**config.mk**
```make
export PLATFORM = sky130hd
export DESIGN_NAME = fnv1a64_program_hash_core_flat
export DESIGN_NICKNAME = d
export VERILOG_FILES = /design/src/fph_pkg.sv /design/src/fph_in_if.sv /design/src/fph_out_if.sv /design/src/fnv1a64_program_hash_core.sv /design/src/flat_wrapper.sv
export SDC_FILE = /design/constraint.sdc
export NUM_CORES = 1
export LEC_CHECK = 0
export BUFFER_PORTS_ARGS = -buffer_cell sky130_fd_sc_hd__buf_4
export CAP_MARGIN = 25
export CORE_UTILIZATION = 55
export DETAILED_ROUTE_END_ITERATION = 12
export HOLD_SLACK_MARGIN = 0.08
export PLACE_DENSITY = 0.77
export SLEW_MARGIN = 20
export SYNTH_ARGS = -nofsm -noshare
export SYNTH_HDL_FRONTEND = slang
export SYNTH_SLANG_ARGS = --single-unit
```
**constraint.sdc**
```tcl
create_clock -name clk -period 6.9 [get_ports clk]
set_input_delay 1.38 -clock clk [delete_from_list [all_inputs] [get_ports clk]]
set_output_delay 1.38 -clock clk [all_outputs]
set_load 0.05 [all_outputs]
```
**src/fph_pkg.sv**
```systemverilog
package fph_pkg;

    localparam int unsigned HASH_W = 64;
    localparam int unsigned WORD_W = 32;
    localparam int unsigned BYTE_W = 8;

    typedef logic [HASH_W-1:0] hash_t;
    typedef logic [WORD_W-1:0] word_t;
    typedef logic [BYTE_W-1:0] byte_t;

    // FNV-1a 64-bit offset basis.
    localparam hash_t HASH_OFFSET_BASIS = 64'hCBF2_9CE4_8422_2325;

    // The prime 0x100000001B3 is 2^40 plus a 9-bit constant. A multiply by it
    // is therefore a shift by 40 plus a narrow product.
    localparam int unsigned PRIME_SHIFT = 40;
    localparam hash_t       PRIME_LOW   = 64'h0000_0000_0000_01B3;

    // Configuration register indexes.
    localparam logic CFG_STAGE_CODE = 1'b0;
    localparam logic CFG_SLOT_BASE  = 1'b1;

endpackage

```
**src/fph_in_if.sv**
```systemverilog
interface fph_in_if;

    logic          valid;
    logic          ready;
    fph_pkg::word_t data_word;
    logic          has_word;
    logic          last_word;

    modport source (output valid, output data_word, output has_word, output last_word,
                    input ready);
    modport sink   (input valid, input data_word, input has_word, input last_word,
                    output ready);

endinterface

```
**src/fph_out_if.sv**
```systemverilog
interface fph_out_if;

    logic          valid;
    logic          ready;
    fph_pkg::hash_t hash_value;

    modport source (output valid, output hash_value, input ready);
    modport sink   (input valid, input hash_value, output ready);

endinterface

```
**src/fnv1a64_program_hash_core.sv**
```systemverilog
// FNV-1a 64-bit hash over a program identity. Each program is a run of input
// transactions closed by one with last_word set. On the first transaction of a
// program the hash starts at the offset basis and folds the stage code byte and
// the four slot base bytes (least significant first); stage_code and slot_base
// are sampled at that moment, so writes during a program apply to the next one.
// Every transaction with has_word set then folds the four bytes of data_word,
// least significant first. The closing transaction produces one output
// transaction carrying the final hash. All folds run through a single shared
// fold unit (one 64-bit by 9-bit product plus one 64-bit add) at one byte per
// cycle, and the input is not ready while a transaction is being worked on.
// After a transaction is accepted, ready stays low while its bytes are folded
// and through the closing step. The final hash sits in an output register,
// so a new program can be accepted while the previous result waits; the
// closing step of the next program holds until that register is free.
module fnv1a64_program_hash_core (
    input  logic              clk,
    input  logic              rst_n,
    input  logic              cfg_we,
    input  logic              cfg_index,
    input  fph_pkg::word_t    cfg_wdata,
    fph_in_if.sink            in_ch,
    fph_out_if.source         out_ch
);

    localparam logic [1:0] ST_IDLE   = 2'd0;
    localparam logic [1:0] ST_FOLD   = 2'd1;
    localparam logic [1:0] ST_FINISH = 2'd2;

    localparam int unsigned SEQ_BYTES = 9;
    localparam int unsigned SEQ_W     = SEQ_BYTES * fph_pkg::BYTE_W;
    localparam int unsigned CNT_W     = $clog2(SEQ_BYTES + 1);

    // Configuration registers.
    fph_pkg::byte_t stage_code_reg;
    fph_pkg::word_t slot_base_reg;

    // Sequencer state.
    logic [1:0]       state_reg, state_next;
    logic [CNT_W-1:0] cnt_reg, cnt_next;
    logic             in_program_reg, in_program_next;
    logic             last_pending_reg, last_pending_next;
    logic             out_valid_reg, out_valid_next;

    // Datapath.
    fph_pkg::hash_t   hash_reg, hash_next;
    logic [SEQ_W-1:0] seq_reg, seq_next;
    fph_pkg::hash_t   out_hash_reg, out_hash_next;

    fph_pkg::hash_t   fold_x;
    fph_pkg::hash_t   fold_result;
    logic             in_accept;
    logic             out_free;

    always_ff @(posedge clk or negedge rst_n)
    begin
        if (!rst_n)
        begin
            stage_code_reg <= '0;
            slot_base_reg  <= '0;
        end
        else if (cfg_we)
        begin
            unique case (cfg_index)
                fph_pkg::CFG_STAGE_CODE: stage_code_reg <= cfg_wdata[fph_pkg::BYTE_W-1:0];
                fph_pkg::CFG_SLOT_BASE:  slot_base_reg  <= cfg_wdata;
                default:                 stage_code_reg <= stage_code_reg;
            endcase
        end
    end

    // The shared fold unit: hash = (hash ^ byte) * prime, modulo 2^64.
    always_comb
    begin
        fold_x      = hash_reg ^ {{(fph_pkg::HASH_W-fph_pkg::BYTE_W){1'b0}},
                                  seq_reg[fph_pkg::BYTE_W-1:0]};
        fold_result = (fold_x << fph_pkg::PRIME_SHIFT) + (fold_x * fph_pkg::PRIME_LOW);
    end

    assign in_ch.ready       = (state_reg == ST_IDLE);
    assign in_accept         = in_ch.valid && in_ch.ready;
    assign out_free          = !out_valid_reg || out_ch.ready;
    assign out_ch.valid      = out_valid_reg;
    assign out_ch.hash_value = out_hash_reg;

    always_comb
    begin
        state_next        = state_reg;
        cnt_next          = cnt_reg;
        in_program_next   = in_program_reg;
        last_pending_next = last_pending_reg;
        out_valid_next    = out_valid_reg && !out_ch.ready;
        hash_next         = hash_reg;
        seq_next          = seq_reg;
        out_hash_next     = out_hash_reg;

        unique case (state_reg)
            ST_IDLE:
            begin
                if (in_accept)
                begin
                    last_pending_next = in_ch.last_word;
                    in_program_next   = 1'b1;
                    if (!in_program_reg)
                    begin
                        // Open a program: stage byte and slot bytes go first.
                        hash_next = fph_pkg::HASH_OFFSET_BASIS;
                        seq_next  = {in_ch.data_word, slot_base_reg, stage_code_reg};
                        cnt_next  = in_ch.has_word ? CNT_W'(9) : CNT_W'(5);
                        state_next = ST_FOLD;
                    end
                    else
                    begin
                        seq_next = {{(SEQ_W-fph_pkg::WORD_W){1'b0}}, in_ch.data_word};
                        if (in_ch.has_word)
                        begin
                            cnt_next   = CNT_W'(4);
                            state_next = ST_FOLD;
                        end
                        else
                        begin
                            cnt_next   = '0;
                            state_next = ST_FINISH;
                        end
                    end
                end
            end
            ST_FOLD:
            begin
                hash_next = fold_result;
                seq_next  = {{fph_pkg::BYTE_W{1'b0}}, seq_reg[SEQ_W-1:fph_pkg::BYTE_W]};
                cnt_next  = cnt_reg - CNT_W'(1);
                if (cnt_reg == CNT_W'(1))
                begin
                    state_next = ST_FINISH;
                end
            end
            ST_FINISH:
            begin
                if (!last_pending_reg)
                begin
                    state_next = ST_IDLE;
                end
                else if (out_free)
                begin
                    out_valid_next  = 1'b1;
                    out_hash_next   = hash_reg;
                    in_program_next = 1'b0;
                    state_next      = ST_IDLE;
                end
            end
            default:
            begin
                state_next = ST_IDLE;
            end
        endcase
    end

    always_ff @(posedge clk or negedge rst_n)
    begin
        if (!rst_n)
        begin
            state_reg        <= ST_IDLE;
            cnt_reg          <= '0;
            in_program_reg   <= 1'b0;
            last_pending_reg <= 1'b0;
            out_valid_reg    <= 1'b0;
        end
        else
        begin
            state_reg        <= state_next;
            cnt_reg          <= cnt_next;
            in_program_reg   <= in_program_next;
            last_pending_reg <= last_pending_next;
            out_valid_reg    <= out_valid_next;
        end
    end

    always_ff @(posedge clk)
    begin
        hash_reg     <= hash_next;
        seq_reg      <= seq_next;
        out_hash_reg <= out_hash_next;
    end

    // A new result appears only out of the closing step of a program.
    a_result_from_finish: assert property (@(posedge clk) disable iff (!rst_n)
        $rose(out_valid_reg) |-> $past(state_reg) == ST_FINISH)
        else $error("result raised outside the closing step");

    // The byte counter is empty whenever the sequencer is idle.
    a_idle_cnt_zero: assert property (@(posedge clk) disable iff (!rst_n)
        state_reg == ST_IDLE |-> cnt_reg == '0)
        else $error("byte counter not empty while idle");

    // The first transaction of a program always folds the prefix bytes.
    a_open_folds: assert property (@(posedge clk) disable iff (!rst_n)
        (in_accept && !in_program_reg) |=> state_reg == ST_FOLD && cnt_reg >= CNT_W'(5))
        else $error("program opened without folding stage and slot");

    // A closing step with a blocked output register waits and keeps its hash.
    a_finish_waits: assert property (@(posedge clk) disable iff (!rst_n)
        (state_reg == ST_FINISH && last_pending_reg && out_valid_reg && !out_ch.ready)
        |=> state_reg == ST_FINISH && $stable(hash_reg))
        else $error("closing step left while output register was full");

endmodule

```
**src/flat_wrapper.sv**
```systemverilog
// flat-port wrapper written by rule: the top's interface ports become plain ports
module fnv1a64_program_hash_core_flat 
  (clk, rst_n, cfg_we, cfg_index, cfg_wdata, in_ch_valid, in_ch_data_word, in_ch_has_word, in_ch_last_word, in_ch_ready, out_ch_valid, out_ch_hash_value, out_ch_ready);
  fph_in_if in_ch_i ();
  fph_out_if out_ch_i ();
  input  logic clk;
  input  logic rst_n;
  input  logic cfg_we;
  input  logic cfg_index;
  input  fph_pkg::word_t cfg_wdata;
  input wire logic [$bits(in_ch_i.valid)-1:0] in_ch_valid;
  input wire logic [$bits(in_ch_i.data_word)-1:0] in_ch_data_word;
  input wire logic [$bits(in_ch_i.has_word)-1:0] in_ch_has_word;
  input wire logic [$bits(in_ch_i.last_word)-1:0] in_ch_last_word;
  output wire logic [$bits(in_ch_i.ready)-1:0] in_ch_ready;
  output wire logic [$bits(out_ch_i.valid)-1:0] out_ch_valid;
  output wire logic [$bits(out_ch_i.hash_value)-1:0] out_ch_hash_value;
  input wire logic [$bits(out_ch_i.ready)-1:0] out_ch_ready;
  assign in_ch_i.valid = in_ch_valid;
  assign in_ch_i.data_word = in_ch_data_word;
  assign in_ch_i.has_word = in_ch_has_word;
  assign in_ch_i.last_word = in_ch_last_word;
  assign in_ch_ready = in_ch_i.ready;
  assign out_ch_valid = out_ch_i.valid;
  assign out_ch_hash_value = out_ch_i.hash_value;
  assign out_ch_i.ready = out_ch_ready;
  fnv1a64_program_hash_core u_core (.clk(clk), .rst_n(rst_n), .cfg_we(cfg_we), .cfg_index(cfg_index), .cfg_wdata(cfg_wdata), .in_ch(in_ch_i), .out_ch(out_ch_i));
endmodule
```
; ---- Yosys cells after proc, flatten, opt, wreduce, memory -nomap -nowiden
; Cells that the tools add are included.
[classes]
n_addsub = 2
mul = 1
div = 0
n_lt_le_gt_ge = 0
n_eq_ne = 9
shifts = 0
n_mux = 25
n_bitwise = 2
n_reduce_logical = 16
[op_table]
columns = cell, n
row1 = 2-to-1 mux 72 bit, 2
row2 = one-hot mux 72 bit (2 select lines), 1
row3 = 2-to-1 mux 64 bit, 2
row4 = one-hot mux 64 bit (2 select lines), 1
row5 = adder 64 bit, 1
row6 = multiplier 64 x 9 -> 64 bit (second input constant), 1
row7 = XOR 64 x 8 -> 64 bit, 1
row8 = 2-to-1 mux 2 bit, 6
row9 = 2-to-1 mux 4 bit, 3
row10 = AND reduction 3 bit, 3
row11 = one-hot mux 4 bit (2 select lines), 1
row12 = AND reduction 2 bit, 4
row13 = 2-to-1 mux 1 bit, 6
row14 = inequality test 2 x 1 -> 1 bit (second input constant), 3
row15 = one-hot mux 2 bit (3 select lines), 1
row16 = equality test 4 x 1 -> 1 bit (second input constant), 1
row17 = inequality test 2 bit (second input constant), 2
row18 = AND reduction 4 bit, 1
row19 = nonzero test 2 bit, 2
row20 = subtractor 4 x 1 -> 4 bit (second input constant), 1
row21 = 2-to-1 mux 3 bit, 1
row22 = inequality test 3 bit (second input constant), 1
row23 = equality test 2 x 1 -> 1 bit (second input constant), 1
row24 = equality test 2 bit (second input constant), 1
row25 = 6 further kinds, 8
[totals]
register_bits = 249
latch_bits = 0
ram_bits = 0
rom_bits = 0
in_bits = 72
output_inout_bits = 66
n_memories = 0

; ---- Longest topological paths before layout
[logic_depth]
ltp_word = 5
ltp_mapped = 22
ltp_nobuf = 21

; ---- Worst setup path after synthesis
; Ideal clock, no wire load.
[synth_path]
path_kind = register to register
from = reg u_core.hash_reg[1]
to = reg u_core.hash_reg[60], data pin
setup_time_ps = 261
t_arrival_ps = 5213
t_required_ps = 6639
setup_slack_ps = 1426
stages_incl_launch_ff = 20
path_buffers = 0
path_cell_list = edfxtp_1 -> xnor2_1 -> inv_1 -> ha_1 -> xor2_1 -> ha_1 -> or2_2 -> fa_1 -> fa_1 -> ha_1 -> ha_1 -> o21a_1 -> nor2_1 -> o31ai_4 -> o21ai_2 -> a2111o_1 -> a211o_1 -> a2111o_1 -> o221ai_2 -> mux2i_1
[synth_between]
elab_chain_cells = 4
[synth_lines]
columns = item, line
row1 = from (decl), fnv1a64_program_hash_core.sv:45  ; fph_pkg::hash_t hash_reg, hash_next;
row2 = from (signal assigned), fnv1a64_program_hash_core.sv:180  ; hash_reg <= hash_next;
row3 = XOR 64 x 8 -> 64 bit *, fnv1a64_program_hash_core.sv:74  ; fold_x = hash_reg ^ {{(fph_pkg::HASH_W-fph_pkg::BYTE_W){1'b0}},
row4 = multiplier 64 x 9 -> 64 bit, fnv1a64_program_hash_core.sv:76  ; fold_result = (fold_x << fph_pkg::PRIME_SHIFT) + (fold_x * fph_pkg::PRIME_LOW);
row5 = adder 64 bit *, fnv1a64_program_hash_core.sv:76
row6 = one-hot mux 64 bit (2 select lines) *, fnv1a64_program_hash_core.sv:96  ; unique case (state_reg)
; Every way passes the cells marked *; elsewhere a longest branch is shown, timed or not.
; A chain may end at the register's enable or synchronous reset.

; ---- Worst setup path in the final report
[layout_path]
from = reg u_core.hash_reg[4]
to = reg u_core.hash_reg[47], data pin
; Same word-level chain as after synthesis.

==> metrics.md <==
| Metric | Value |
|---|---|
| Global-route wire length before repair | ~86000 µm |
| Clk pin slew, worst setup/hold paths | approximately 60 ps |
| CTS tree | done |
| Layout area overhead | 11.98% |
| Yosys top cell by area | edfxtp_1 |
| Die Y-Extent | 200.3 µm |
| DIE AREA | 40100 µm² |
| Slowest-stage cell, CP | o31ai_1 |
| RSZ-0062 raised after global routing | false |
| Setup TNS | 0 ps |
| Gr usage total | 0.2738 |
| Setup WS post-layout | 598.4 ps |
| Fill cells | 3141 |
| Grt ovf | 0 |
| Worst-path cell chain | xnor2_1 -> inv_1 -> ha_1 -> xor2_1 -> ha_1 -> fa_1 -> ha_1 -> ha_1 -> fa_1 -> a21o_1 -> a311oi_1 -> o21ai_0 -> and4_1 -> o21a_1 -> o31ai_1 -> o211a_1 -> xor2_1 -> nand2_1 |
| Register area | about 7200 µm² |
| Pre-antenna DRT Iters | 6 |
| Hold_buf cts | 0 |
| Hold path start | u_core.hash_reg[4] |
| Minimum clock period | 6302 ps |
| Asr flop ratio synth | 0.1968 |
| Clock Path Buffers | 3 |
| CTS buffer count | 29 |
| CP Launch Type | flip-flop |
| Hpwl dp | approximately 42000 µm |
| Largest net degree at the start of global routing | 98 |
| CP Capture Type | flip-flop |
| Net count, final | around 2700 |
| Reg2reg start | u_core.hash_reg[4] |
| R2R depth | 18 |
| Max_cap viols | 0 |
| Worst Hold Endpoint | u_core.out_ch.hash_value[4] |
| Final wirelength | 53540 µm |
| Vias in the first global route | 15620 |
| Starting Density | 0.5581 |
| Mapped Cells | 2073 |
| Crit path top cell by count | ha_1 |
| H-tree depth | 1 |
| IO Port Bufs | 137 |
| Routed Antenna Nets | 0 |
| Slew margin rel. | 0.3180 |
| EDFF count, synth | 200 |
| Ant diodes | 0 |
| DR WL/cell | 19.63 µm |
| Via-to-Cell Ratio | 5.557 |
| Worst-Skew Late Latency | 590 ps |
| Post-CTS Resized | 0 |
| FMAX | 158.7 MHz |
| Floorplan die width | 200.3 µm |
| Row cnt | 72 |
| Post-synth top cells | inv_1 (433), fa_1 (212), edfxtp_1 (200), ha_1 (200), nand2_1 (152) |
| DRT iter0 DRCs | 1165 |
| Final Hold Viols | 0 |
| Cell with the most instances after synthesis | inv_1 |
| Final setup vio count | 0 |
| Syn_area_per_cell | 10.43 µm² |
| Top-area cell type share of the netlist area | 0.2778 |
| Initial antenna violation count | 0 |
| Layout cells sized above 1 | 0.1218 |
| Top FF cell, synth | edfxtp_1 |
| Floorplan Core Area | 38740 µm² |
| Sequential element share of the synthesized area | 0.3345 |
| Max FFs per register | 72 |
| Drt drc | 0 |
| Crit Path Max Fanout | 5 |
| Yosys reg bits | 249 |
| Max incr delay on CP | approximately 630 ps |
| Cell variety after synth | 74 |
| Net Count, Synth | around 2600 |
| Worst R2R End | u_core.hash_reg[47] |
| Final Max Tran Viols | 0 |
| Hold path depth | 0 |
| Area of the multi-input gates | 12540 µm² |
| WP data arrival | 6610 ps |
| Postcts setup bufs | 0 |
| Top post-synthesis cells by area | edfxtp_1 (28%), fa_1 (20%), ha_1 (12%), inv_1 (7.5%), dfrtp_1 (5.7%) |
| Outcome | finished, final reports clean |
| Root Driver | clkbuf_16 |
| Final clock skew | 13.45 ps |
| Worst min path class | reg -> reg |
| Mapped Area | 21620 µm² |
| Utilization after layout | 0.6250 |
| Final worst path period share | 0.9133 |
| Ports | 138 |
| Place WS | 663.6 ps |
| Total vias in the final route | ~15000 |
| Final estimated routing congestion in global placement | 0.9407 |
| Synthesis Warnings | 0 |
| CTS sink cnt | 249 |
| Slew @ Worst Pin | between 1000 and 1500 ps |
| Worst reg2reg setup slack | 600 ps |
| Setup Crit Path Kind | reg -> reg |
| Worst Path Required | 7210 ps |
-- cell type report --
cell class	count	area share
clock buffers	36	0.03235
flip-flops and latches	249	0.2988
well taps	518	0.02677
clock inverters	18	0.009510
inverters	434	0.06729
repair buffers	148	0.04724
multi-input cells	1324	0.5181
-- metrics by stage --
stage          hold WS [ps]  cells  instance area (µm²)
6_report              472.6   2727                24210
5_1_grt               484.0   2727                24210
4_1_cts               471.4   2725                24160
3_5_place_dp          457.9   2671                23150
3_3_place_gp          450.4   2671                23150
2_1_floorplan         447.3   2073                21620
-- metal layers --
metal / up-vias / track usage / share of wire
met5: - / 0 / 0
met4: 0 / 0.07061 / 0.024
met3: 72 / 0.04084 / 0.067
met2: 537 / 0.4412 / 0.47
met1: 7498 / 0.3896 / 0.44
li1: 7046 / - / -
-- layout by cell type (no fill, tap or decap), types with 12 or more instances in the layout --
master	n
inv_1	432
clkbuf_16	30
and2_1	16
mux2i_1	36
a21oi_1	117
a21o_1	40
nor3_1	14
dfrtp_1	48
xnor2_1	61
nand3_1	16
nor2_1	105
o21ai_0	77
ha_1	200
mux2_2	41
o21bai_1	15
xor2_1	58
nand4_1	16
nand2_1	152
and3_1	12
buf_4	146
fa_1	212
edfxtp_1	200
-- cell families (layout without fill, tap and decap cells) --
family / Yosys count / count (layout) / synth area share
muxes: 77 / 77 / 0.03802
adders and majority gates: 412 / 412 / 0.3121
and+or+nand+nor: 378 / 378 / 0.07923
DFF: 249 / 249 / 0.3345
buffers and inverters: 500 / 636 / 0.08693
AOI/OAI and AO/OA: 338 / 338 / 0.1010
xor gates and xnor gates: 119 / 119 / 0.04821
-- worst max path at each step --
stage                        from                   to  slack [ps]  depth (start not counted)
6_report       u_core.hash_reg[4]  u_core.hash_reg[47]         600                         18
5_1_grt        u_core.hash_reg[2]  u_core.hash_reg[57]         300                         19
4_1_cts        u_core.hash_reg[1]  u_core.hash_reg[57]         610                         19
3_5_place_dp   u_core.hash_reg[1]  u_core.hash_reg[57]         660                         19
3_3_place_gp    u_core.seq_reg[4]  u_core.hash_reg[47]         680                         18
2_1_floorplan  u_core.hash_reg[1]  u_core.hash_reg[60]        1430                         19
-- critical path, delay by kind of cell (launching register included) --
| kind | cells | cell delay, ps |
|---|---|---|
| fa+ha+maj | 6 | 2110 |
| flops | 1 | 390 |
| xor+xnor | 3 | 960 |
| buf+inv | 1 | 120 |
| compound gates | 6 | 1990 |
| simple gates | 2 | 420 |
Power is left out: the tool's default activity adds up to more than one toggle a clock period on the data nets, which glitch-free logic cannot reach.
